**src/rtl/core/wavh_pkg.sv**
```systemverilog
`timescale 1ns / 1ps
`default_nettype none
// -----------------------------------------------------------------------------
// wavh_pkg
// Shared types, codes and constants of the WAV header parser.
// -----------------------------------------------------------------------------
package wavh_pkg;

  localparam int DivNumW = 42;
  localparam int DivDenW = 32;
  localparam int DivCntW = $clog2(DivNumW);

  localparam logic [31:0] TAG_RIFF = 32'h4646_4952;
  localparam logic [31:0] TAG_WAVE = 32'h4556_4157;
  localparam logic [31:0] TAG_FMT  = 32'h2074_6D66;
  localparam logic [31:0] TAG_DATA = 32'h6174_6164;

  localparam logic [15:0] FMT_IEEE_FLOAT = 16'd3;
  localparam logic [15:0] FMT_EXTENSIBLE = 16'hFFFE;
  localparam logic [31:0] SUBTAG_FLOAT   = 32'd3;
  localparam logic [31:0] FMT_MIN_SIZE   = 32'd16;
  localparam logic [31:0] FMT_EXT_SIZE   = 32'd40;
  localparam logic [31:0] FMT_EXT_SKIP   = 32'd28;
  localparam logic [41:0] MS_PER_S       = 42'd1000;

  localparam logic [2:0] ST_OK        = 3'd0;
  localparam logic [2:0] ST_NO_RIFF   = 3'd1;
  localparam logic [2:0] ST_NO_WAVE   = 3'd2;
  localparam logic [2:0] ST_FMT_SHORT = 3'd3;
  localparam logic [2:0] ST_NO_FMT    = 3'd4;
  localparam logic [2:0] ST_TRUNC     = 3'd5;

  typedef enum logic [10:0] {
    PH_IDLE  = 11'b000_0000_0001,
    PH_RIFF  = 11'b000_0000_0010,
    PH_RSIZE = 11'b000_0000_0100,
    PH_WAVE  = 11'b000_0000_1000,
    PH_TAG   = 11'b000_0001_0000,
    PH_SIZE  = 11'b000_0010_0000,
    PH_FMT   = 11'b000_0100_0000,
    PH_EXT   = 11'b000_1000_0000,
    PH_SKIP  = 11'b001_0000_0000,
    PH_PAD   = 11'b010_0000_0000,
    PH_DONE  = 11'b100_0000_0000
  } phase_t;

  typedef enum logic [6:0] {
    RS_IDLE = 7'b000_0001,
    RS_ST1  = 7'b000_0010,
    RS_D1   = 7'b000_0100,
    RS_MUL  = 7'b000_1000,
    RS_ST2  = 7'b001_0000,
    RS_D2   = 7'b010_0000,
    RS_OUT  = 7'b100_0000
  } rstate_t;

  typedef enum logic [1:0] {
    KIND_OTHER = 2'd0,
    KIND_FMT   = 2'd1,
    KIND_DATA  = 2'd2
  } kind_t;

  typedef enum logic [2:0] {
    CNT_HOLD = 3'd0,
    CNT_INC  = 3'd1,
    CNT_CLR  = 3'd2,
    CNT_LOAD = 3'd3,
    CNT_DEC  = 3'd4
  } cnt_op_t;

  typedef enum logic [1:0] {
    SRC_GSZ = 2'd0,
    SRC_M16 = 2'd1,
    SRC_M28 = 2'd2
  } cnt_src_t;

  typedef struct packed {
    logic       clear;
    logic       gather;
    cnt_op_t    cnt_op;
    cnt_src_t   cnt_src;
    logic       load_size;
    logic       fmt_clr;
    logic       fmt_byte;
    logic       fmt_done;
    logic       ext_done;
    logic       res_load;
    logic [2:0] res_code;
    logic       div_start;
    logic       div_sel;
    logic       mul_load;
    logic       len_load;
  } dp_cmd_t;

  typedef struct packed {
    logic last4;
    logic fmt_last;
    logic ext_last;
    logic skip_last;
    logic tag_riff;
    logic tag_wave;
    logic tag_fmt;
    logic tag_data;
    logic gsz_zero;
    logic gsz_lt16;
    logic fmt_ext;
    logic m16_zero;
    logic m28_zero;
    logic size_odd;
    logic fmt_seen;
    logic len_zero;
    logic div_done;
  } dp_sts_t;

endpackage
`default_nettype wire

```
**src/rtl/core/wavh_ctrl.sv**
```systemverilog
`timescale 1ns / 1ps
`default_nettype none
// -----------------------------------------------------------------------------
// wavh_ctrl
// Chunk-walking phase machine and result sequencer.
// -----------------------------------------------------------------------------
module wavh_ctrl
  import wavh_pkg::*;
(
  input  wire logic    clk,
  input  wire logic    rst_n,
  input  wire logic    in_valid,
  input  wire logic    file_start,
  input  wire logic    file_end,
  output logic         in_ready,
  output logic         out_valid,
  input  wire logic    out_ready,
  input  wire dp_sts_t sts,
  output dp_cmd_t      cmd
);

  phase_t  ph_r, ph_nxt, ph_e;
  rstate_t rs_r, rs_nxt;
  kind_t   kind_r, kind_nxt;
  logic    acc;
  logic    err;
  logic [2:0] code;

  assign in_ready  = (rs_r == RS_IDLE);
  assign out_valid = (rs_r == RS_OUT);
  assign acc       = in_valid && in_ready;

  // Per-request phase step, then result sequencing.
  always_comb begin
    cmd      = '0;
    cmd.cnt_op  = CNT_HOLD;
    cmd.cnt_src = SRC_GSZ;
    ph_nxt   = ph_r;
    kind_nxt = kind_r;
    rs_nxt   = rs_r;
    err      = 1'b0;
    code     = ST_TRUNC;
    ph_e     = file_start ? PH_RIFF : ph_r;
    if (acc) begin
      if (file_start) begin
        cmd.clear = 1'b1;
        kind_nxt  = KIND_OTHER;
        ph_nxt    = PH_RIFF;
      end
      unique case (ph_e)
        PH_RIFF, PH_WAVE: begin
          cmd.gather = 1'b1;
          cmd.cnt_op = CNT_INC;
          if (sts.last4) begin
            if ((ph_e == PH_RIFF) ? !sts.tag_riff : !sts.tag_wave) begin
              err  = 1'b1;
              code = (ph_e == PH_RIFF) ? ST_NO_RIFF : ST_NO_WAVE;
            end else begin
              cmd.cnt_op = CNT_CLR;
              ph_nxt     = (ph_e == PH_RIFF) ? PH_RSIZE : PH_TAG;
            end
          end
        end
        PH_RSIZE: begin
          cmd.cnt_op = CNT_INC;
          if (sts.last4) begin
            cmd.cnt_op = CNT_CLR;
            ph_nxt     = PH_WAVE;
          end
        end
        PH_TAG: begin
          cmd.gather = 1'b1;
          cmd.cnt_op = CNT_INC;
          if (sts.last4) begin
            kind_nxt   = sts.tag_fmt ? KIND_FMT : (sts.tag_data ? KIND_DATA : KIND_OTHER);
            cmd.cnt_op = CNT_CLR;
            ph_nxt     = PH_SIZE;
          end
        end
        PH_SIZE: begin
          cmd.gather = 1'b1;
          cmd.cnt_op = CNT_INC;
          if (sts.last4) begin
            cmd.load_size = 1'b1;
            cmd.cnt_op    = CNT_CLR;
            unique case (kind_r)
              KIND_FMT: begin
                if (sts.gsz_lt16) begin
                  err  = 1'b1;
                  code = ST_FMT_SHORT;
                end else begin
                  cmd.fmt_clr = 1'b1;
                  ph_nxt      = PH_FMT;
                end
              end
              KIND_DATA: begin
                err  = 1'b1;
                code = sts.fmt_seen ? ST_OK : ST_NO_FMT;
              end
              default: begin
                if (sts.gsz_zero) begin
                  ph_nxt = PH_TAG;
                end else begin
                  cmd.cnt_op  = CNT_LOAD;
                  cmd.cnt_src = SRC_GSZ;
                  ph_nxt      = PH_SKIP;
                end
              end
            endcase
          end
        end
        PH_FMT: begin
          cmd.fmt_byte = 1'b1;
          cmd.cnt_op   = CNT_INC;
          if (sts.fmt_last) begin
            cmd.fmt_done = 1'b1;
            cmd.cnt_op   = CNT_CLR;
            if (sts.fmt_ext) begin
              ph_nxt = PH_EXT;
            end else if (sts.m16_zero) begin
              ph_nxt = sts.size_odd ? PH_PAD : PH_TAG;
            end else begin
              cmd.cnt_op  = CNT_LOAD;
              cmd.cnt_src = SRC_M16;
              ph_nxt      = PH_SKIP;
            end
          end
        end
        PH_EXT: begin
          cmd.gather = 1'b1;
          cmd.cnt_op = CNT_INC;
          if (sts.ext_last) begin
            cmd.ext_done = 1'b1;
            if (sts.m28_zero) begin
              cmd.cnt_op = CNT_CLR;
              ph_nxt     = sts.size_odd ? PH_PAD : PH_TAG;
            end else begin
              cmd.cnt_op  = CNT_LOAD;
              cmd.cnt_src = SRC_M28;
              ph_nxt      = PH_SKIP;
            end
          end
        end
        PH_SKIP: begin
          if (sts.skip_last) begin
            cmd.cnt_op = CNT_CLR;
            ph_nxt     = sts.size_odd ? PH_PAD : PH_TAG;
          end else begin
            cmd.cnt_op = CNT_DEC;
          end
        end
        PH_PAD: begin
          cmd.cnt_op = CNT_CLR;
          ph_nxt     = PH_TAG;
        end
        default: ;
      endcase
      // A result ends the file: an error, a data chunk size or a truncated file.
      if ((ph_e != PH_IDLE) && (ph_e != PH_DONE) && (err || file_end)) begin
        cmd.res_load = 1'b1;
        cmd.res_code = code;
        ph_nxt       = PH_DONE;
      end
    end

    // Result sequencing through the duration computation.
    unique case (rs_r)
      RS_IDLE: begin
        if (cmd.res_load) begin
          rs_nxt = ((cmd.res_code == ST_OK) && !sts.len_zero) ? RS_ST1 : RS_OUT;
        end
      end
      RS_ST1: begin
        cmd.div_start = 1'b1;
        rs_nxt        = RS_D1;
      end
      RS_D1: begin
        if (sts.div_done) begin
          rs_nxt = RS_MUL;
        end
      end
      RS_MUL: begin
        cmd.mul_load = 1'b1;
        rs_nxt       = RS_ST2;
      end
      RS_ST2: begin
        cmd.div_start = 1'b1;
        cmd.div_sel   = 1'b1;
        rs_nxt        = RS_D2;
      end
      RS_D2: begin
        cmd.div_sel = 1'b1;
        if (sts.div_done) begin
          cmd.len_load = 1'b1;
          rs_nxt       = RS_OUT;
        end
      end
      RS_OUT: begin
        if (out_ready) begin
          rs_nxt = RS_IDLE;
        end
      end
      default: rs_nxt = RS_IDLE;
    endcase
  end

  always_ff @(posedge clk) begin
    if (!rst_n) begin
      ph_r   <= PH_IDLE;
      rs_r   <= RS_IDLE;
      kind_r <= KIND_OTHER;
    end else begin
      ph_r   <= ph_nxt;
      rs_r   <= rs_nxt;
      kind_r <= kind_nxt;
    end
  end

endmodule
`default_nettype wire

```
**config.mk**
```make
export PLATFORM = sky130hd
export DESIGN_NAME = wavh_ctrl
export DESIGN_NICKNAME = d
export VERILOG_FILES = /design/src/rtl/core/wavh_pkg.sv /design/src/rtl/core/wavh_ctrl.sv
export SDC_FILE = /design/constraint.sdc
export NUM_CORES = 1
export LEC_CHECK = 0
export ABC_AREA = 1
export BUFFER_PORTS_ARGS = -buffer_cell sky130_fd_sc_hd__buf_4
export CAP_MARGIN = 40
export CORE_ASPECT_RATIO = 0.75
export CORE_MARGIN = 8
export CORE_UTILIZATION = 35
export DETAILED_ROUTE_END_ITERATION = 12
export PLACE_DENSITY_LB_ADDON = 0.3
export SYNTH_ARGS = -nofsm -noshare
export SYNTH_HDL_FRONTEND = slang
export SYNTH_SLANG_ARGS = --single-unit
```
**constraint.sdc**
```tcl
create_clock -name clk -period 2 [get_ports clk]
set_input_delay 0 -clock clk [delete_from_list [all_inputs] [get_ports clk]]
set_output_delay 0 -clock clk [all_outputs]
set_load 0.01 [all_outputs]
```
; ---- Word-level counts from Yosys, hierarchy flattened
; Index checks and enable logic that the tools add are counted.
; Widths: inputs -> output; s select.
[totals]
ff_bits = 20
in_bits = 23
out_inout_bits = 22
word_cells = 120
[op_classes]
eq_ne = 24
muxes = 77
reduce_logical = 16
[op_table]
columns = cell, n
row1 = $mux 11, 12
row2 = $pmux 11 s8, 1
row3 = $pmux 7 s7, 1
row4 = $mux 7, 5
row5 = $mux 10, 3
row6 = $mux 3, 10
row7 = $mux 2, 12
row8 = $pmux 11 s2, 1
row9 = $pmux 3 s7, 1
row10 = $mux 1, 19
row11 = $mux 16, 1
row12 = $pmux 3 s2, 2
row13 = $eq 11x10->1 const B, 1
row14 = $eq 11x2->1 const B, 1
row15 = $eq 11x3->1 const B, 1
row16 = $eq 11x4->1 const B, 1
row17 = $eq 11x5->1 const B, 1
row18 = $eq 11x6->1 const B, 1
row19 = $eq 11x7->1 const B, 1
row20 = $eq 11x8->1 const B, 1
row21 = $eq 11x9->1 const B, 1
row22 = $ne 11x1->1 const B, 1
row23 = $ne 11x11->1 const B, 1
row24 = $mux 5, 2
row25 = other kinds (23), 36

; ---- Logic depth before layout (Yosys ltp)
[logic_depth]
depth_word = 16
depth_mapped = 21

; ---- Worst setup path after synthesis
; No wires, ideal clock.
[synth_path]
kind = flip-flop to flip-flop
startpoint = register rs_r[5]
endpoint = register kind_r[0]
setup_ps = 117
arrival_ps = 1773
t_required_ps = 1883
path_slack_ps = 110
stages_incl_launch_ff = 12
period_less_slack_ps = 1890
cell_sequence = dfxtp_1 nor2_1 inv_2 nor2_2 nand4_1 inv_1 nand2_1 clkbuf_1 nor2_1 inv_1 a21oi_1 nor3_1
[synth_between]
elab_chain_cells = 2
[synth_rtl]
columns = item, line
row1 = start: declaration, wavh_ctrl.sv:23  ; rstate_t rs_r, rs_nxt;
row2 = start signal: assignment, wavh_ctrl.sv:214  ; rs_r <= rs_nxt;
row3 = $eq 7x1->1, wavh_ctrl.sv:29  ; assign in_ready = (rs_r == RS_IDLE);
row4 = via in_ready, wavh_ctrl.sv:15  ; output logic in_ready,
row5 = $logic_and 1x1->1, wavh_ctrl.sv:31  ; assign acc = in_valid && in_ready;
row6 = end signal: assignment, wavh_ctrl.sv:215  ; kind_r <= kind_nxt;
row7 = end: declaration, wavh_ctrl.sv:24  ; kind_t kind_r, kind_nxt;
; The timed path passes the listed nets, and every way through them passes these cells.
; A chain may end at the register's enable or synchronous reset.

==> flow_metrics.env <==
export IMPL_number_of_antenna_violations_at_the_first_check_in_global_routing=0
export IMPL_grt_pass1_wl_um=12300
export IMPL_timing_max_slew_rel_slack=0.648
export IMPL_layout_min_cycle_time_ps=2190
export IMPL_worstHoldStart="out_ready"
export IMPL_netlist_top_cells_count="sky130_fd_sc_hd__nand2_1 (86), sky130_fd_sc_hd__inv_1 (60), sky130_fd_sc_hd__nor2_1 (33)"
export IMPL_ctsRootBufferMaster="sky130_fd_sc_hd__clkbuf_8"
export IMPL_hold_worst_slack_ps=5.84
export IMPL_detailed_place_hpwl_um=5760
export IMPL_final_setup_viol_count=23
export IMPL_clkSlewWorstSetupHoldPaths_ps=90
export IMPL_nNetsFinal=489
export IMPL_max_freq_mhz=456
export IMPL_yosys_cell_count_top_type="sky130_fd_sc_hd__nand2_1"
export IMPL_reg2reg_slack_ps=-150
export IMPL_worst_reg_to_reg_path_cell_count=15
export IMPL_post_synthesis_register_bit_count=20
export IMPL_postSynth_asyncResetShare=0
export IMPL_tritoncts_num_buffers=3
export IMPL_globalRouteMet1Util=0.220
export IMPL_cts_max_path_buffers=2
export IMPL_r2r_start="ph_r[5]"
export IMPL_dpl_cell_count=508
export IMPL_numClockSinks=20
export IMPL_drive_gt1_frac=0.505
export IMPL_reg_to_reg_end="ph_r[2]"
export IMPL_clock_tree_from_tritoncts="yes"
export IMPL_die_area_um2=8620
export IMPL_grt_usage=0.172
export IMPL_worst_ep_arrival_time_ps=2190
export IMPL_clk_insertion_delay_late_ps=270
export IMPL_critical_path_class="flop to output pin"
export IMPL_routed_via_density=5.32
export IMPL_initial_core_util=0.359
export IMPL_tightest_slew_ps=524
export IMPL_multi_input_comb_area_um2=1710
export IMPL_hold_violations=0
export IMPL_cp_max_fo=4
export IMPL_syn_cell_area_um2=2060
export IMPL_first_global_vias=2565
export IMPL_antenna_cells=0
export IMPL_io_pin_count=45
export IMPL_synth_top_cell_by_area="sky130_fd_sc_hd__dfxtp_1"
export IMPL_crit_required_ps=2000
export IMPL_layout_cells_non_filler=541
export IMPL_ff_latch_area_um2=422
export IMPL_max_cap_violations=0
export IMPL_rsz0062_at_grt="true"
export IMPL_filler_cell_count=494
export IMPL_rows=24
export IMPL_route_antenna_remaining_nets=0
export IMPL_globalRouteMet2Util=0.307
export IMPL_grt_ovfl_total=0
export IMPL_wire_per_inst_um=15.6
export IMPL_peakVddDrop_v=0.000380
export IMPL_area_growth_syn_to_layout_pct=69.6
export IMPL_ys_dominant_reg_cell="sky130_fd_sc_hd__dfxtp_1"
export IMPL_failed_checks="negative setup slack"
export IMPL_power_density_nw_per_um2=785
export IMPL_fp_dieW_um=105
export IMPL_leakage_nw=1.74
export IMPL_number_of_drc_violations_after_detailed_routing_iteration_0=302
export IMPL_drcViolationCount=0
export IMPL_fin_setup_tns_ps=-1420
export IMPL_fin_skew_ps=2.37
export IMPL_cts_htree_levels=1
export IMPL_endpoint_kind="output pin"
export IMPL_drt_pass1_iterations=7
export IMPL_place_congestion=0.977
export IMPL_port_buffer_count=44
export IMPL_largest_net_degree_at_the_start_of_global_routing=14
export IMPL_synth_largest_type_area_fraction=0.194
export IMPL_die_height_um=82.4
export IMPL_finalWirelength_um=8460
export IMPL_post_route_period_util=1.10
export IMPL_grt_util_met3=0.0256
export IMPL_core_region_area_um2=5740
export IMPL_p_total_w=0.00274
export IMPL_yosys_warnings=0
export IMPL_busiest_layer="met2"
export IMPL_synth_top_cells_by_area="sky130_fd_sc_hd__dfxtp_1 (19%), sky130_fd_sc_hd__nand2_1 (16%), sky130_fd_sc_hd__inv_1 (11%)"
export IMPL_vias_after_detailed_routing=2876
export IMPL_worst_hold_path_endpoint="rs_r[6]"
export IMPL_hold_class="primary input to flop"
export IMPL_seq_total_area_yosys=0.194
export IMPL_post_route_worst_setup_slack_ps=-195
export IMPL_report_final_slew_viol_count=0
export IMPL_synth_edff_count=0
export IMPL_synth_nets=375
export IMPL_synth_lib_cells_used_distinct=39
export IMPL_startpoint_type="flop"
export IMPL_status="complete, but fails checks"
export IMPL_synthCells=350
export IMPL_syn_mean_instance_area_um2=5.88
export IMPL_hold_path_depth=4
[how the worst max path moves through the flow]
stage	start	slack, ps	to
after floorplan	rs_r[5]	110	kind_r[0]
after global placement	ph_r[6]	-90	ph_r[6]
after detailed placement	ph_r[6]	-130	ph_r[6]
after CTS	ph_r[7]	-60	cmd[5]
after global routing	ph_r[5]	-300	cmd[5]
final	ph_r[5]	-190	cmd[5]
[metrics by stage]
stage / worst slack (ps) / cell area [um^2] / utilization
3_5_place_dp: -130 / 2780 / 0.485
4_1_cts: -62.3 / 3030 / 0.529
2_1_floorplan: 110 / 2060 / -
5_1_grt: -295 / 3490 / 0.609
3_3_place_gp: -90.8 / 2780 / 0.485
6_report: -195 / 3490 / 0.609
[area by class of cell]
type                       count  area share
sequential                    20       0.121
timing repair buffer         114       0.266
clock inverter                 1     0.00860
inverter                      66      0.0745
clock buffer                   3      0.0118
tap                           78      0.0279
timing repair inverter         1     0.00179
multi-input combinational    258       0.489
[cells by family (layout without fill, tap and decap cells)]
logic type,after synthesis,count (layout),share of synthesized area
DFF,20,20,0.194
AOI/OAI and AO/OA,59,59,0.182
and+or+nand+nor,197,197,0.476
buffers and inverters,72,185,0.135
adders and majority gates,2,2,0.0121
[layer usage]
layer / routed length [um] / vias to the layer above
li1: - / 1379
met1: 3470 / 1339
met2: 4130 / 137
met3: 709 / 21
met4: 141 / 0
met5: 0 / -
[state kept, by name (all words and copies together) (netlist names)]
name / cells
ph_r: 11
rs_r: 7
kind_r: 2
[critical path, cell delays in order (launching register included)]
cell                      delay (ps)
sky130_fd_sc_hd__dfxtp_4         380
sky130_fd_sc_hd__o21ai_4         190
sky130_fd_sc_hd__nand2_4         100
sky130_fd_sc_hd__nor2_4          180
sky130_fd_sc_hd__nand2_2          90
sky130_fd_sc_hd__nand2_2          90
sky130_fd_sc_hd__nand3_2         100
sky130_fd_sc_hd__nand2_2          90
sky130_fd_sc_hd__nand2_2          70
sky130_fd_sc_hd__nand2_4          70
sky130_fd_sc_hd__nand2_4          70
sky130_fd_sc_hd__nor2_8          110
sky130_fd_sc_hd__buf_6           110
sky130_fd_sc_hd__inv_2            20
sky130_fd_sc_hd__nor2_1          110
sky130_fd_sc_hd__buf_4           150
[where the power goes]
part / switching (W) / internal [W] / total [W] / leakage (nW)
Clock: 0.000169 / 0.000268 / 0.000437 / 0.0357
Sequential: 0.0000529 / 0.000464 / 0.000517 / 0.169
Combinational: 0.00102 / 0.000767 / 0.00179 / 1.53
[cell usage in the layout (no fill, tap or decap), types with 3 or more instances in the layout]
cell and n:
sky130_fd_sc_hd__buf_4 96, sky130_fd_sc_hd__nand2_1 61, sky130_fd_sc_hd__inv_1 47, sky130_fd_sc_hd__nor2_1 26, sky130_fd_sc_hd__nand2_2 25, sky130_fd_sc_hd__a21oi_1 16, sky130_fd_sc_hd__inv_2 15, sky130_fd_sc_hd__buf_6 14
sky130_fd_sc_hd__nand2_4 13, sky130_fd_sc_hd__nand3_2 13, sky130_fd_sc_hd__nor3_1 12, sky130_fd_sc_hd__o21ai_0 12, sky130_fd_sc_hd__nand3_1 11, sky130_fd_sc_hd__dfxtp_2 11, sky130_fd_sc_hd__nor2_2 8, sky130_fd_sc_hd__nand4_1 7
sky130_fd_sc_hd__o211ai_1 7, sky130_fd_sc_hd__dfxtp_1 7, sky130_fd_sc_hd__inv_4 4, sky130_fd_sc_hd__o21ai_2 4, sky130_fd_sc_hd__nand3_4 3, sky130_fd_sc_hd__o21ai_4 3, sky130_fd_sc_hd__nor2_8 3, sky130_fd_sc_hd__nor3_2 3
sky130_fd_sc_hd__o221ai_1 3, sky130_fd_sc_hd__clkbuf_8 3, sky130_fd_sc_hd__dlygate4sd3_1 3
[timing repair]
item | in CTS | in global routing
endpoints found under the hold margin | 3 | 0
resized for setup | 25 | 104
pin swaps | 8 | 25
hold buffers | 3 | 0
gates cloned | 0 | 1
endpoints found under the setup margin | 11 | 29
buffers inserted | 10 | 16
Power figures use the tool's default switching activity.
