### config.mk
export PLATFORM = sky130hd
export DESIGN_NAME = wavh_dpath
export DESIGN_NICKNAME = d
export VERILOG_FILES = /design/src/rtl/core/wavh_pkg.sv /design/src/rtl/core/wavh_div.sv /design/src/rtl/core/wavh_dpath.sv
export SDC_FILE = /design/constraint.sdc
export NUM_CORES = 2
export LEC_CHECK = 0
export BUFFER_PORTS_ARGS = -buffer_cell sky130_fd_sc_hd__buf_2
export CAP_MARGIN = 20
export CORE_ASPECT_RATIO = 0.5
export CORE_MARGIN = 2
export CORE_UTILIZATION = 55
export DETAILED_ROUTE_END_ITERATION = 7
export PLACE_DENSITY = 0.73
export SLEW_MARGIN = 20
export SYNTH_ARGS = -nofsm -noshare
export SYNTH_HDL_FRONTEND = slang
export SYNTH_SLANG_ARGS = --single-unit
### constraint.sdc
create_clock -name clk -period 6.4 [get_ports clk]
set_clock_uncertainty 0.15 [all_clocks]
set_input_delay 0 -clock clk [delete_from_list [all_inputs] [get_ports clk]]
set_output_delay 0 -clock clk [all_outputs]
set_load 0.01 [all_outputs]
### src/rtl/core/wavh_pkg.sv
`timescale 1ns / 1ps
`default_nettype none
// -----------------------------------------------------------------------------
// wavh_pkg
// Shared types, codes and constants of the WAV header parser.
// -----------------------------------------------------------------------------
package wavh_pkg;

  localparam int DivNumW = 42;
  localparam int DivDenW = 32;
  localparam int DivCntW = $clog2(DivNumW);

  localparam logic [31:0] TAG_RIFF = 32'h4646_4952;
  localparam logic [31:0] TAG_WAVE = 32'h4556_4157;
  localparam logic [31:0] TAG_FMT  = 32'h2074_6D66;
  localparam logic [31:0] TAG_DATA = 32'h6174_6164;

  localparam logic [15:0] FMT_IEEE_FLOAT = 16'd3;
  localparam logic [15:0] FMT_EXTENSIBLE = 16'hFFFE;
  localparam logic [31:0] SUBTAG_FLOAT   = 32'd3;
  localparam logic [31:0] FMT_MIN_SIZE   = 32'd16;
  localparam logic [31:0] FMT_EXT_SIZE   = 32'd40;
  localparam logic [31:0] FMT_EXT_SKIP   = 32'd28;
  localparam logic [41:0] MS_PER_S       = 42'd1000;

  localparam logic [2:0] ST_OK        = 3'd0;
  localparam logic [2:0] ST_NO_RIFF   = 3'd1;
  localparam logic [2:0] ST_NO_WAVE   = 3'd2;
  localparam logic [2:0] ST_FMT_SHORT = 3'd3;
  localparam logic [2:0] ST_NO_FMT    = 3'd4;
  localparam logic [2:0] ST_TRUNC     = 3'd5;

  typedef enum logic [10:0] {
    PH_IDLE  = 11'b000_0000_0001,
    PH_RIFF  = 11'b000_0000_0010,
    PH_RSIZE = 11'b000_0000_0100,
    PH_WAVE  = 11'b000_0000_1000,
    PH_TAG   = 11'b000_0001_0000,
    PH_SIZE  = 11'b000_0010_0000,
    PH_FMT   = 11'b000_0100_0000,
    PH_EXT   = 11'b000_1000_0000,
    PH_SKIP  = 11'b001_0000_0000,
    PH_PAD   = 11'b010_0000_0000,
    PH_DONE  = 11'b100_0000_0000
  } phase_t;

  typedef enum logic [6:0] {
    RS_IDLE = 7'b000_0001,
    RS_ST1  = 7'b000_0010,
    RS_D1   = 7'b000_0100,
    RS_MUL  = 7'b000_1000,
    RS_ST2  = 7'b001_0000,
    RS_D2   = 7'b010_0000,
    RS_OUT  = 7'b100_0000
  } rstate_t;

  typedef enum logic [1:0] {
    KIND_OTHER = 2'd0,
    KIND_FMT   = 2'd1,
    KIND_DATA  = 2'd2
  } kind_t;

  typedef enum logic [2:0] {
    CNT_HOLD = 3'd0,
    CNT_INC  = 3'd1,
    CNT_CLR  = 3'd2,
    CNT_LOAD = 3'd3,
    CNT_DEC  = 3'd4
  } cnt_op_t;

  typedef enum logic [1:0] {
    SRC_GSZ = 2'd0,
    SRC_M16 = 2'd1,
    SRC_M28 = 2'd2
  } cnt_src_t;

  typedef struct packed {
    logic       clear;
    logic       gather;
    cnt_op_t    cnt_op;
    cnt_src_t   cnt_src;
    logic       load_size;
    logic       fmt_clr;
    logic       fmt_byte;
    logic       fmt_done;
    logic       ext_done;
    logic       res_load;
    logic [2:0] res_code;
    logic       div_start;
    logic       div_sel;
    logic       mul_load;
    logic       len_load;
  } dp_cmd_t;

  typedef struct packed {
    logic last4;
    logic fmt_last;
    logic ext_last;
    logic skip_last;
    logic tag_riff;
    logic tag_wave;
    logic tag_fmt;
    logic tag_data;
    logic gsz_zero;
    logic gsz_lt16;
    logic fmt_ext;
    logic m16_zero;
    logic m28_zero;
    logic size_odd;
    logic fmt_seen;
    logic len_zero;
    logic div_done;
  } dp_sts_t;

endpackage
`default_nettype wire

### src/rtl/core/wavh_div.sv
`timescale 1ns / 1ps
`default_nettype none
// -----------------------------------------------------------------------------
// wavh_div
// Restoring divider, one quotient bit per cycle.
// -----------------------------------------------------------------------------
module wavh_div
  import wavh_pkg::*;
(
  input  wire logic               clk,
  input  wire logic               rst_n,
  input  wire logic               start,
  input  wire logic [DivNumW-1:0] dividend,
  input  wire logic [DivDenW-1:0] divisor,
  output logic                    done,
  output logic [DivNumW-1:0]      quotient
);

  logic               busy_r, busy_nxt;
  logic               done_r, done_nxt;
  logic [DivCntW-1:0] cnt_r, cnt_nxt;
  logic [DivDenW-1:0] rem_r, rem_nxt;
  logic [DivNumW-1:0] q_r, q_nxt;
  logic [DivDenW-1:0] dsr_r, dsr_nxt;
  logic [DivDenW:0]   rem_sh;
  logic               ge;

  // Operand load on start, else one shift-and-subtract step while busy.
  always_comb begin
    rem_sh   = {rem_r, q_r[DivNumW-1]};
    ge       = (rem_sh >= {1'b0, dsr_r});
    busy_nxt = busy_r;
    done_nxt = 1'b0;
    cnt_nxt  = cnt_r;
    rem_nxt  = rem_r;
    q_nxt    = q_r;
    dsr_nxt  = dsr_r;
    if (start) begin
      busy_nxt = 1'b1;
      cnt_nxt  = '0;
      rem_nxt  = '0;
      q_nxt    = dividend;
      dsr_nxt  = divisor;
    end else if (busy_r) begin
      rem_nxt = ge ? DivDenW'(rem_sh - {1'b0, dsr_r}) : rem_sh[DivDenW-1:0];
      q_nxt   = {q_r[DivNumW-2:0], ge};
      cnt_nxt = DivCntW'(cnt_r + 1'b1);
      if (cnt_r == DivCntW'(DivNumW - 1)) begin
        busy_nxt = 1'b0;
        done_nxt = 1'b1;
      end
    end
  end

  always_ff @(posedge clk) begin
    if (!rst_n) begin
      busy_r <= 1'b0;
      done_r <= 1'b0;
      cnt_r  <= '0;
    end else begin
      busy_r <= busy_nxt;
      done_r <= done_nxt;
      cnt_r  <= cnt_nxt;
    end
    rem_r <= rem_nxt;
    q_r   <= q_nxt;
    dsr_r <= dsr_nxt;
  end

  assign done     = done_r;
  assign quotient = q_r;

endmodule
`default_nettype wire

### src/rtl/core/wavh_dpath.sv
`timescale 1ns / 1ps
`default_nettype none
// -----------------------------------------------------------------------------
// wavh_dpath
// Byte gathering, chunk counters, kept format fields and result registers.
// -----------------------------------------------------------------------------
module wavh_dpath
  import wavh_pkg::*;
(
  input  wire logic        clk,
  input  wire logic        rst_n,
  input  wire logic [7:0]  byte_in,
  input  wire dp_cmd_t     cmd,
  output dp_sts_t          sts,
  output logic [2:0]       res_status,
  output logic [15:0]      res_channels,
  output logic [31:0]      res_rate,
  output logic [15:0]      res_bits,
  output logic             res_float,
  output logic [31:0]      res_payload,
  output logic [41:0]      res_length
);

  logic [31:0] cnt_r, cnt_nxt;
  logic [31:0] gth_r, gth_nxt;
  logic [31:0] size_r;
  logic [15:0] code_r;
  logic [15:0] ch_r;
  logic [31:0] rate_r;
  logic [15:0] bits_r;
  logic        flt_r;
  logic        seen_r;
  logic [31:0] cnt_e, gth_e, load_val;

  logic [2:0]  st_r;
  logic [15:0] och_r;
  logic [31:0] orate_r;
  logic [15:0] obits_r;
  logic        oflt_r;
  logic [31:0] opay_r;
  logic [41:0] olen_r;
  logic [41:0] prod_r;

  logic [28:0]        frame;
  logic [DivNumW-1:0] div_num;
  logic [DivDenW-1:0] div_den;
  logic               div_done;
  logic [DivNumW-1:0] div_q;

  function automatic logic [28:0] ch_r_mul(input logic [15:0] c, input logic [15:0] b);
    ch_r_mul = {13'd0, c} * {16'd0, b[15:3]};
  endfunction

  // A file start clears the working state under the first byte.
  always_comb begin
    cnt_e   = cmd.clear ? '0 : cnt_r;
    gth_e   = cmd.clear ? '0 : gth_r;
    gth_nxt = cmd.gather ? {byte_in, gth_e[31:8]} : gth_e;
    unique case (cmd.cnt_src)
      SRC_M16: load_val = size_r - FMT_MIN_SIZE;
      SRC_M28: load_val = size_r - FMT_EXT_SKIP;
      default: load_val = gth_nxt;
    endcase
    unique case (cmd.cnt_op)
      CNT_INC:  cnt_nxt = cnt_e + 32'd1;
      CNT_CLR:  cnt_nxt = '0;
      CNT_LOAD: cnt_nxt = load_val;
      CNT_DEC:  cnt_nxt = cnt_e - 32'd1;
      default:  cnt_nxt = cnt_e;
    endcase
  end

  // Status flags for the controller.
  always_comb begin
    sts.last4     = (cnt_e == 32'd3);
    sts.fmt_last  = (cnt_e == 32'd15);
    sts.ext_last  = (cnt_e == 32'd11);
    sts.skip_last = (cnt_e <= 32'd1);
    sts.tag_riff  = (gth_nxt == TAG_RIFF);
    sts.tag_wave  = (gth_nxt == TAG_WAVE);
    sts.tag_fmt   = (gth_nxt == TAG_FMT);
    sts.tag_data  = (gth_nxt == TAG_DATA);
    sts.gsz_zero  = (gth_nxt == 32'd0);
    sts.gsz_lt16  = (gth_nxt < FMT_MIN_SIZE);
    sts.fmt_ext   = (code_r == FMT_EXTENSIBLE) && (size_r >= FMT_EXT_SIZE);
    sts.m16_zero  = (size_r == FMT_MIN_SIZE);
    sts.m28_zero  = (size_r == FMT_EXT_SKIP);
    sts.size_odd  = size_r[0];
    sts.fmt_seen  = seen_r;
    sts.len_zero  = (ch_r == 16'd0) || (bits_r[15:3] == 13'd0) || (rate_r == 32'd0);
    sts.div_done  = div_done;
  end

  // Parsing registers.
  always_ff @(posedge clk) begin
    if (!rst_n) begin
      cnt_r  <= '0;
      gth_r  <= '0;
      size_r <= '0;
      code_r <= '0;
      ch_r   <= '0;
      rate_r <= '0;
      bits_r <= '0;
      flt_r  <= 1'b0;
      seen_r <= 1'b0;
    end else begin
      cnt_r <= cnt_nxt;
      gth_r <= gth_nxt;
      if (cmd.clear) begin
        size_r <= '0;
        code_r <= '0;
        ch_r   <= '0;
        rate_r <= '0;
        bits_r <= '0;
        flt_r  <= 1'b0;
        seen_r <= 1'b0;
      end
      if (cmd.load_size) begin
        size_r <= gth_nxt;
      end
      if (cmd.fmt_clr) begin
        code_r <= '0;
        ch_r   <= '0;
        rate_r <= '0;
        bits_r <= '0;
      end
      if (cmd.fmt_byte) begin
        unique case (cnt_r[3:0])
          4'd0:    code_r[7:0]    <= byte_in;
          4'd1:    code_r[15:8]   <= byte_in;
          4'd2:    ch_r[7:0]      <= byte_in;
          4'd3:    ch_r[15:8]     <= byte_in;
          4'd4:    rate_r[7:0]    <= byte_in;
          4'd5:    rate_r[15:8]   <= byte_in;
          4'd6:    rate_r[23:16]  <= byte_in;
          4'd7:    rate_r[31:24]  <= byte_in;
          4'd14:   bits_r[7:0]    <= byte_in;
          4'd15:   bits_r[15:8]   <= byte_in;
          default: ;
        endcase
      end
      if (cmd.fmt_done) begin
        seen_r <= 1'b1;
        flt_r  <= (code_r == FMT_IEEE_FLOAT);
      end
      if (cmd.ext_done) begin
        flt_r <= (gth_nxt == SUBTAG_FLOAT);
      end
    end
  end

  // Duration: payload / frame, times 1000, then / rate on the shared divider.
  assign frame   = ch_r_mul(och_r, obits_r);
  assign div_num = cmd.div_sel ? prod_r : {10'd0, opay_r};
  assign div_den = cmd.div_sel ? orate_r : {3'd0, frame};

  wavh_div u_div (
    .clk      (clk),
    .rst_n    (rst_n),
    .start    (cmd.div_start),
    .dividend (div_num),
    .divisor  (div_den),
    .done     (div_done),
    .quotient (div_q)
  );

  // Result registers; error results carry zero fields.
  always_ff @(posedge clk) begin
    if (cmd.res_load) begin
      st_r <= cmd.res_code;
      if (cmd.res_code == ST_OK) begin
        och_r   <= ch_r;
        orate_r <= rate_r;
        obits_r <= bits_r;
        oflt_r  <= flt_r;
        opay_r  <= gth_nxt;
      end else begin
        och_r   <= '0;
        orate_r <= '0;
        obits_r <= '0;
        oflt_r  <= 1'b0;
        opay_r  <= '0;
      end
      olen_r <= '0;
    end
    if (cmd.mul_load) begin
      prod_r <= {10'd0, div_q[31:0]} * MS_PER_S;
    end
    if (cmd.len_load) begin
      olen_r <= div_q;
    end
  end

  assign res_status   = st_r;
  assign res_channels = och_r;
  assign res_rate     = orate_r;
  assign res_bits     = obits_r;
  assign res_float    = oflt_r;
  assign res_payload  = opay_r;
  assign res_length   = olen_r;

endmodule
`default_nettype wire

== Word-level counts from Yosys, hierarchy flattened ==
Index checks and enable logic that the tools add are counted.
Word-level totals
  bits in registers: 473
  input bits: 30
  word-level logic and storage cells: 126
Operators by class
  $add $sub $neg: 6
  multiply operators: 2
  $lt $le $gt $ge: 4
  equality and inequality tests: 28
  mux-type cells: 44
  bitwise operators: 2
  reductions and logical operators: 16
Operators by type and width (number)
  two-way mux 32 bit: 9
  two-way mux 42 bit: 5
  two-way mux 16 bit: 9
  one-hot mux 32 bit (4 select lines): 1
  == test 32 x 31 -> 1 bit (second input constant): 3
  two-way mux 8 bit: 10
  == test 32 x 2 -> 1 bit (second input constant): 2
  == test 32 x 4 -> 1 bit (second input constant): 2
  == test 32 x 5 -> 1 bit (second input constant): 2
  logical NOT 32 bit: 2
  one-hot mux 32 bit (2 select lines): 1
  subtractor 32 x 5 -> 32 bit (second input constant): 2
  multiplier 32 x 7 -> 39 bit (second input constant): 1
  >= comparator 33 x 32 -> 1 bit: 1
  adder 32 x 1 -> 32 bit (second input constant): 1
  == test 32 x 30 -> 1 bit (second input constant): 1
  >= comparator 32 x 6 -> 1 bit (second input constant): 1
  less-or-equal comparator 32 x 1 -> 1 bit (second input constant): 1
  < comparator 32 x 5 -> 1 bit (second input constant): 1
  subtractor 32 x 1 -> 32 bit (second input constant): 1
  subtractor 32 bit: 1
  multiplier 16 x 13 -> 29 bit: 1
  two-way mux 29 bit: 1
  == test 16 bit (second input constant): 1
  24 further kinds: 42

== Longest topological paths before layout ==
  word-level depth: 4
  gate-level depth with buffers: 22
  mapped depth without buffers: 21

== Cells and area by module ==
Synthesis repeated with hierarchy kept, for this count alone.
Unflattened totals
  cell total of the unflattened synthesis: 3920
  area total of the unflattened synthesis: 36374.9 µm²
By module, submodules not included
  wavh_dpath: instances 1, cells an instance 3242, area an instance 29634.7 µm², sequential area each 8998.6 µm²
  wavh_div: instances 1, cells an instance 678, area an instance 6740.2 µm², sequential area each 3022.9 µm²

== Worst setup path before layout ==
OpenSTA, ideal clock, no wires.
  kind: register to register
  start point: register och_r[7] (netlist: res_channels[7])
  end point: register u_div.dsr_r[25], data pin
  setup time: 158 ps
  arrival time: 5536 ps
  slack: 556 ps
  cell stages (with the launch flop): 22
  buffers on the path: 1
  cells stage by stage: edfxtp_1 > clkbuf_1 > and2_1 > fa_1 > inv_1 > fa_1 > inv_1 > fa_1 > fa_1 > inv_1 > fa_1 > inv_1 > ha_1 > a21o_1 > a21o_1 > a21oi_1 > o2111ai_1 > a31oi_1 > o21ai_1 > a21o_1 > a2111o_1 > o211ai_1
Between the ends
  word-level cells in the longest chain between the ends: 2
Ends and longest elaborated chain
  from (decl): line wavh_dpath.sv:36  | logic [15:0] och_r;
  from (signal assigned): line wavh_dpath.sv:172  | och_r <= ch_r;
  multiplier 16 x 13 -> 29 bit: line wavh_dpath.sv:51  | ch_r_mul = {13'd0, c} * {16'd0, b[15:3]};
  two-way mux 29 bit: line wavh_dpath.sv:155  | assign div_den = cmd.div_sel ? orate_r : {3'd0, frame};
  named net div_den[25]: line wavh_dpath.sv:46  | logic [DivDenW-1:0] div_den;
  to (signal assigned): line wavh_div.sv:67  | dsr_r <= dsr_nxt;
  to (decl): line wavh_div.sv:24  | logic [DivDenW-1:0] dsr_r, dsr_nxt;
The timed path passes the listed nets, and every way through them passes these cells.
A chain may end at the register's enable or synchronous reset.

== Worst setup path after layout ==
  start point: register obits_r[6] (netlist: res_bits[6])
  end point: register u_div.dsr_r[25], data pin
Between the ends
  word-level cells in the longest chain between the ends: 2
Ends and longest elaborated chain
  from (decl): line wavh_dpath.sv:38  | logic [15:0] obits_r;
  from (signal assigned): line wavh_dpath.sv:174  | obits_r <= bits_r;
  multiplier 16 x 13 -> 29 bit: line wavh_dpath.sv:51
  two-way mux 29 bit: line wavh_dpath.sv:155
  named net div_den[25]: line wavh_dpath.sv:46
The timed path passes the listed nets, and every way through them passes these cells.

==> run_results.csv <==
group,metric,value,unit
logic_synthesis,netlist_top_cells_count,"nand2_1 (422), inv_1 (396), a21oi_1 (274)",
floorplanning,fp.dieArea,0.06738,mm^2
global_route,grt-ovfl-total,0,
clock_network,numCtsBuffers,46,
drt,routed_wl,103.2,mm
status,status,"finished clean",
logic_synthesis,synth_top_area_share,21.35,%
layout,final_nets,4524,
global_route,first_global_vias,28990,
timing,hold_slack,0.03527,ns
pwr,powerDensity,481.6,mW/mm^2
place,place_congestion,0.9584,
logic_synthesis,synth_area_leaders,"edfxtp_1 (21%), fa_1 (15%), dfxtp_1 (12%)",
logic_synthesis,synthArstFlopShare,0,%
timing,fin_crit,6.126,ns
floorplanning,num_rows,66,
pwr,max-vdd-ir-drop,730.4,uV
layout,final_area,0.03943,mm^2
global_route,antenna_found_initial,4,
logic_synthesis,postSynthCellCount,3914,
setup_path,crit_path_start_kind,"flip-flop",
drt,wl_per_cell,20.89,um
global_route,grt_max_degree,81,
worst_hold_path,min-delay-path-class,"input port to flip-flop",
clock_network,clock_latency,0.61,ns
floorplanning,start_util,55.39,%
timing,tightest_slew,1.119,ns
drt,avgViaCountPerCell,5.975,
place,placed_cell_area,0.03744,mm^2
clock_network,clkTransAtPathRegs,0.06,ns
timing,slew_viol_final,0,
logic_synthesis,synth_top_cell_by_area,"edfxtp_1",
timing,timing.final.hold_violations,0,
timing,slew_headroom,25.38,%
floorplanning,pin_count,189,
timing,finalCritPeriodShare,95.73,%
global_route,grt_usage,30.94,%
global_route,grt_pass1_wl,163.1,mm
setup_path,end_kind,"flip-flop",
clock_network,htree_num_levels,2,
logic_synthesis,syn_area_per_cell,9.162,um^2
setup_path,required,6.70,ns
drt,drt-initial-drc-count,2993,
floorplanning,die_w,365.1,um
logic_synthesis,ys.flop_type,"edfxtp_1",
clock_network,cts_tree,"built",
layout,nFillCells,5558,
logic_synthesis,synth_nets,4422,
pwr,power.leakage,16.86,nW
logic_synthesis,synth.cell_area,0.03586,mm^2
drt,ant_nets,0,
setup_path,worstPathMaxFanout,11,
place,hpwl,75.39,mm
logic_synthesis,synth_edf_count,255,
layout,syn_to_final_growth,9.940,%
floorplanning,dieHeight,184.6,um
drt,dr.pass1.iters,6,
logic_synthesis,yosysMostFrequentCell,"nand2_1",
clock_network,cts_sinks,473,
flow_run,cap_viol_max_count,0,
drt,drcViolationCount,0,
logic_synthesis,synth_seq_cells,473,
logic_synthesis,synth_cell_types,98,
clock_network,cts_root_buf,"clkbuf_16",
logic_synthesis,yosys_warnings,0,
timing,rsz0062_at_grt,"false",
layout,drive_above_1_share,9.299,%
place,portBuffers,188,
timing,fmax,163.2,MHz
drt,dr_total_vias,29530,
timing,final.setup.tns,0,ns
floorplanning,core,0.06474,mm^2
setup_path,arrival,6.42,ns
logic_synthesis,synth_seq_area_share,33.52,%
clock_network,cts_max_path_buffers,3,
layout,finish.utilization,60.90,%
timing,setup_viol,0,
setup_path,crit_type,"flip-flop to flip-flop",
metal layers:
metal	share of wire [%]	vias to the layer above	track usage (%)
met4	4.1	2	12.13
met2	45	1253	48.20
met3	8.0	237	4.693
met1	43	14380	43.54
li1	-	13650	-
met5	0.013	-	0
metrics by stage:
step                setup slack, ns  std cells  power (mW)
detailed placement           0.1459       4816       15.80
global placement             0.2839       4816       15.46
CTS                          0.1246       4934       18.84
finish                       0.2736       4942       18.99
global route               0.004575       4940       20.49
floorplan                    0.5560       3914       13.11
sequential cells by signal, summed over array words and instances, names as in the netlist, 3 cells and up:
register        cells
res_channels       16
u_div.rem_r        32
ch_r               16
u_div.dsr_r        32
bits_r             16
res_bits           16
res_payload        32
prod_r             39
cnt_r              32
u_div.cnt_r         6
gth_r              32
rate_r             32
size_r             32
res_length         42
res_rate           32
res_status          3
u_div.quotient     42
code_r             16
cell usage in the layout, fill, tap and decap left out, drive strengths merged, types with 20 or more instances in the layout:
master         n
nand2        422
inv          404
a21oi        276
nor2         275
fa           273
edfxtp       255
buf          242
dfxtp        218
and2         216
ha           205
o21ai        158
nand3        134
nor3         104
xnor2         81
clkbuf        62
mux2i         58
a21o          45
nor4          43
xor2          39
nand4         38
dlygate4sd3   32
nor2b         31
a22o          31
a311oi        31
a31oi         27
and3          24
o211ai        23
nand2b        22
a22oi         21
o21a          20
logic make-up (layout without fill, tap and decap cells):
family / Yosys count / count (layout) / share of synthesized area (%)
compound gates: 771 / 771 / 13.77
xor+xnor: 120 / 120 / 2.931
fa+ha+maj: 478 / 478 / 22.39
buf+inv: 618 / 758 / 6.591
flops: 473 / 473 / 33.52
mux: 68 / 68 / 1.933
other cells: 0 / 4 / 0
simple gates: 1386 / 1386 / 18.86
power breakdown:
| group | total, mW | internal (mW) | switching [mW] |
|---|---|---|---|
| Clock | 2.94 | 1.62 | 1.33 |
| Sequential | 4.38 | 4.10 | 0.280 |
| Combinational | 11.7 | 4.80 | 6.87 |
| Total | 19.0 | 10.5 | 8.48 |
critical path, cell delays in order (launching register included):
cell and delay, ns:
edfxtp_1 0.49, buf_4 0.23, and2_1 0.19, fa_1 0.53, inv_1 0.05, fa_1 0.53, inv_1 0.05, fa_1 0.49
fa_1 0.50, inv_1 0.06, fa_1 0.53, inv_1 0.04, ha_1 0.35, a21o_1 0.17, a21oi_1 0.20, o2111ai_2 0.26
a31oi_2 0.29, o21ai_1 0.12, a21o_1 0.22, a2111o_1 0.42, o211ai_1 0.10
area by class of cell:
class / count / area, um^2 / share of cell area (%)
Clock buffer: 62 / 1294 / 3.281
Sequential cell: 473 / 12020 / 30.50
Clock inverter: 24 / 301.5 / 0.7648
Tap cell: 884 / 1106 / 2.805
Timing Repair Buffer: 274 / 1689 / 4.284
Multi-Input combinational cell: 2823 / 21510 / 54.55
Antenna cell: 4 / 10.01 / 0.02539
Inverter: 398 / 1496 / 3.796
path summary, 6_finish.rpt:
check | start | endpoint | slack (ns) | depth (start not counted)
hold / removal | cmd[1] | prod_r[36]$_DFFE_PP_ | 0.04 | 1
setup / recovery | res_bits[6]$_SDFFCE_PP0P_ | u_div.dsr_r[25]$_DFFE_PP_ | 0.27 | 20
hold reg to reg | bits_r[0]$_SDFF_PN0_ | bits_r[0]$_SDFF_PN0_ | 0.32 | 2
setup reg to reg | res_bits[6]$_SDFFCE_PP0P_ | u_div.dsr_r[25]$_DFFE_PP_ | 0.27 | 20
repair_timing:
item	4_1_cts	5_1_grt
endpoints found under the hold margin	291	0
setup buffers	0	4
hold buffers	32	0
setup endpoints to repair	0	5
gates resized for setup	0	2
(Power assumes the default switching activity.)
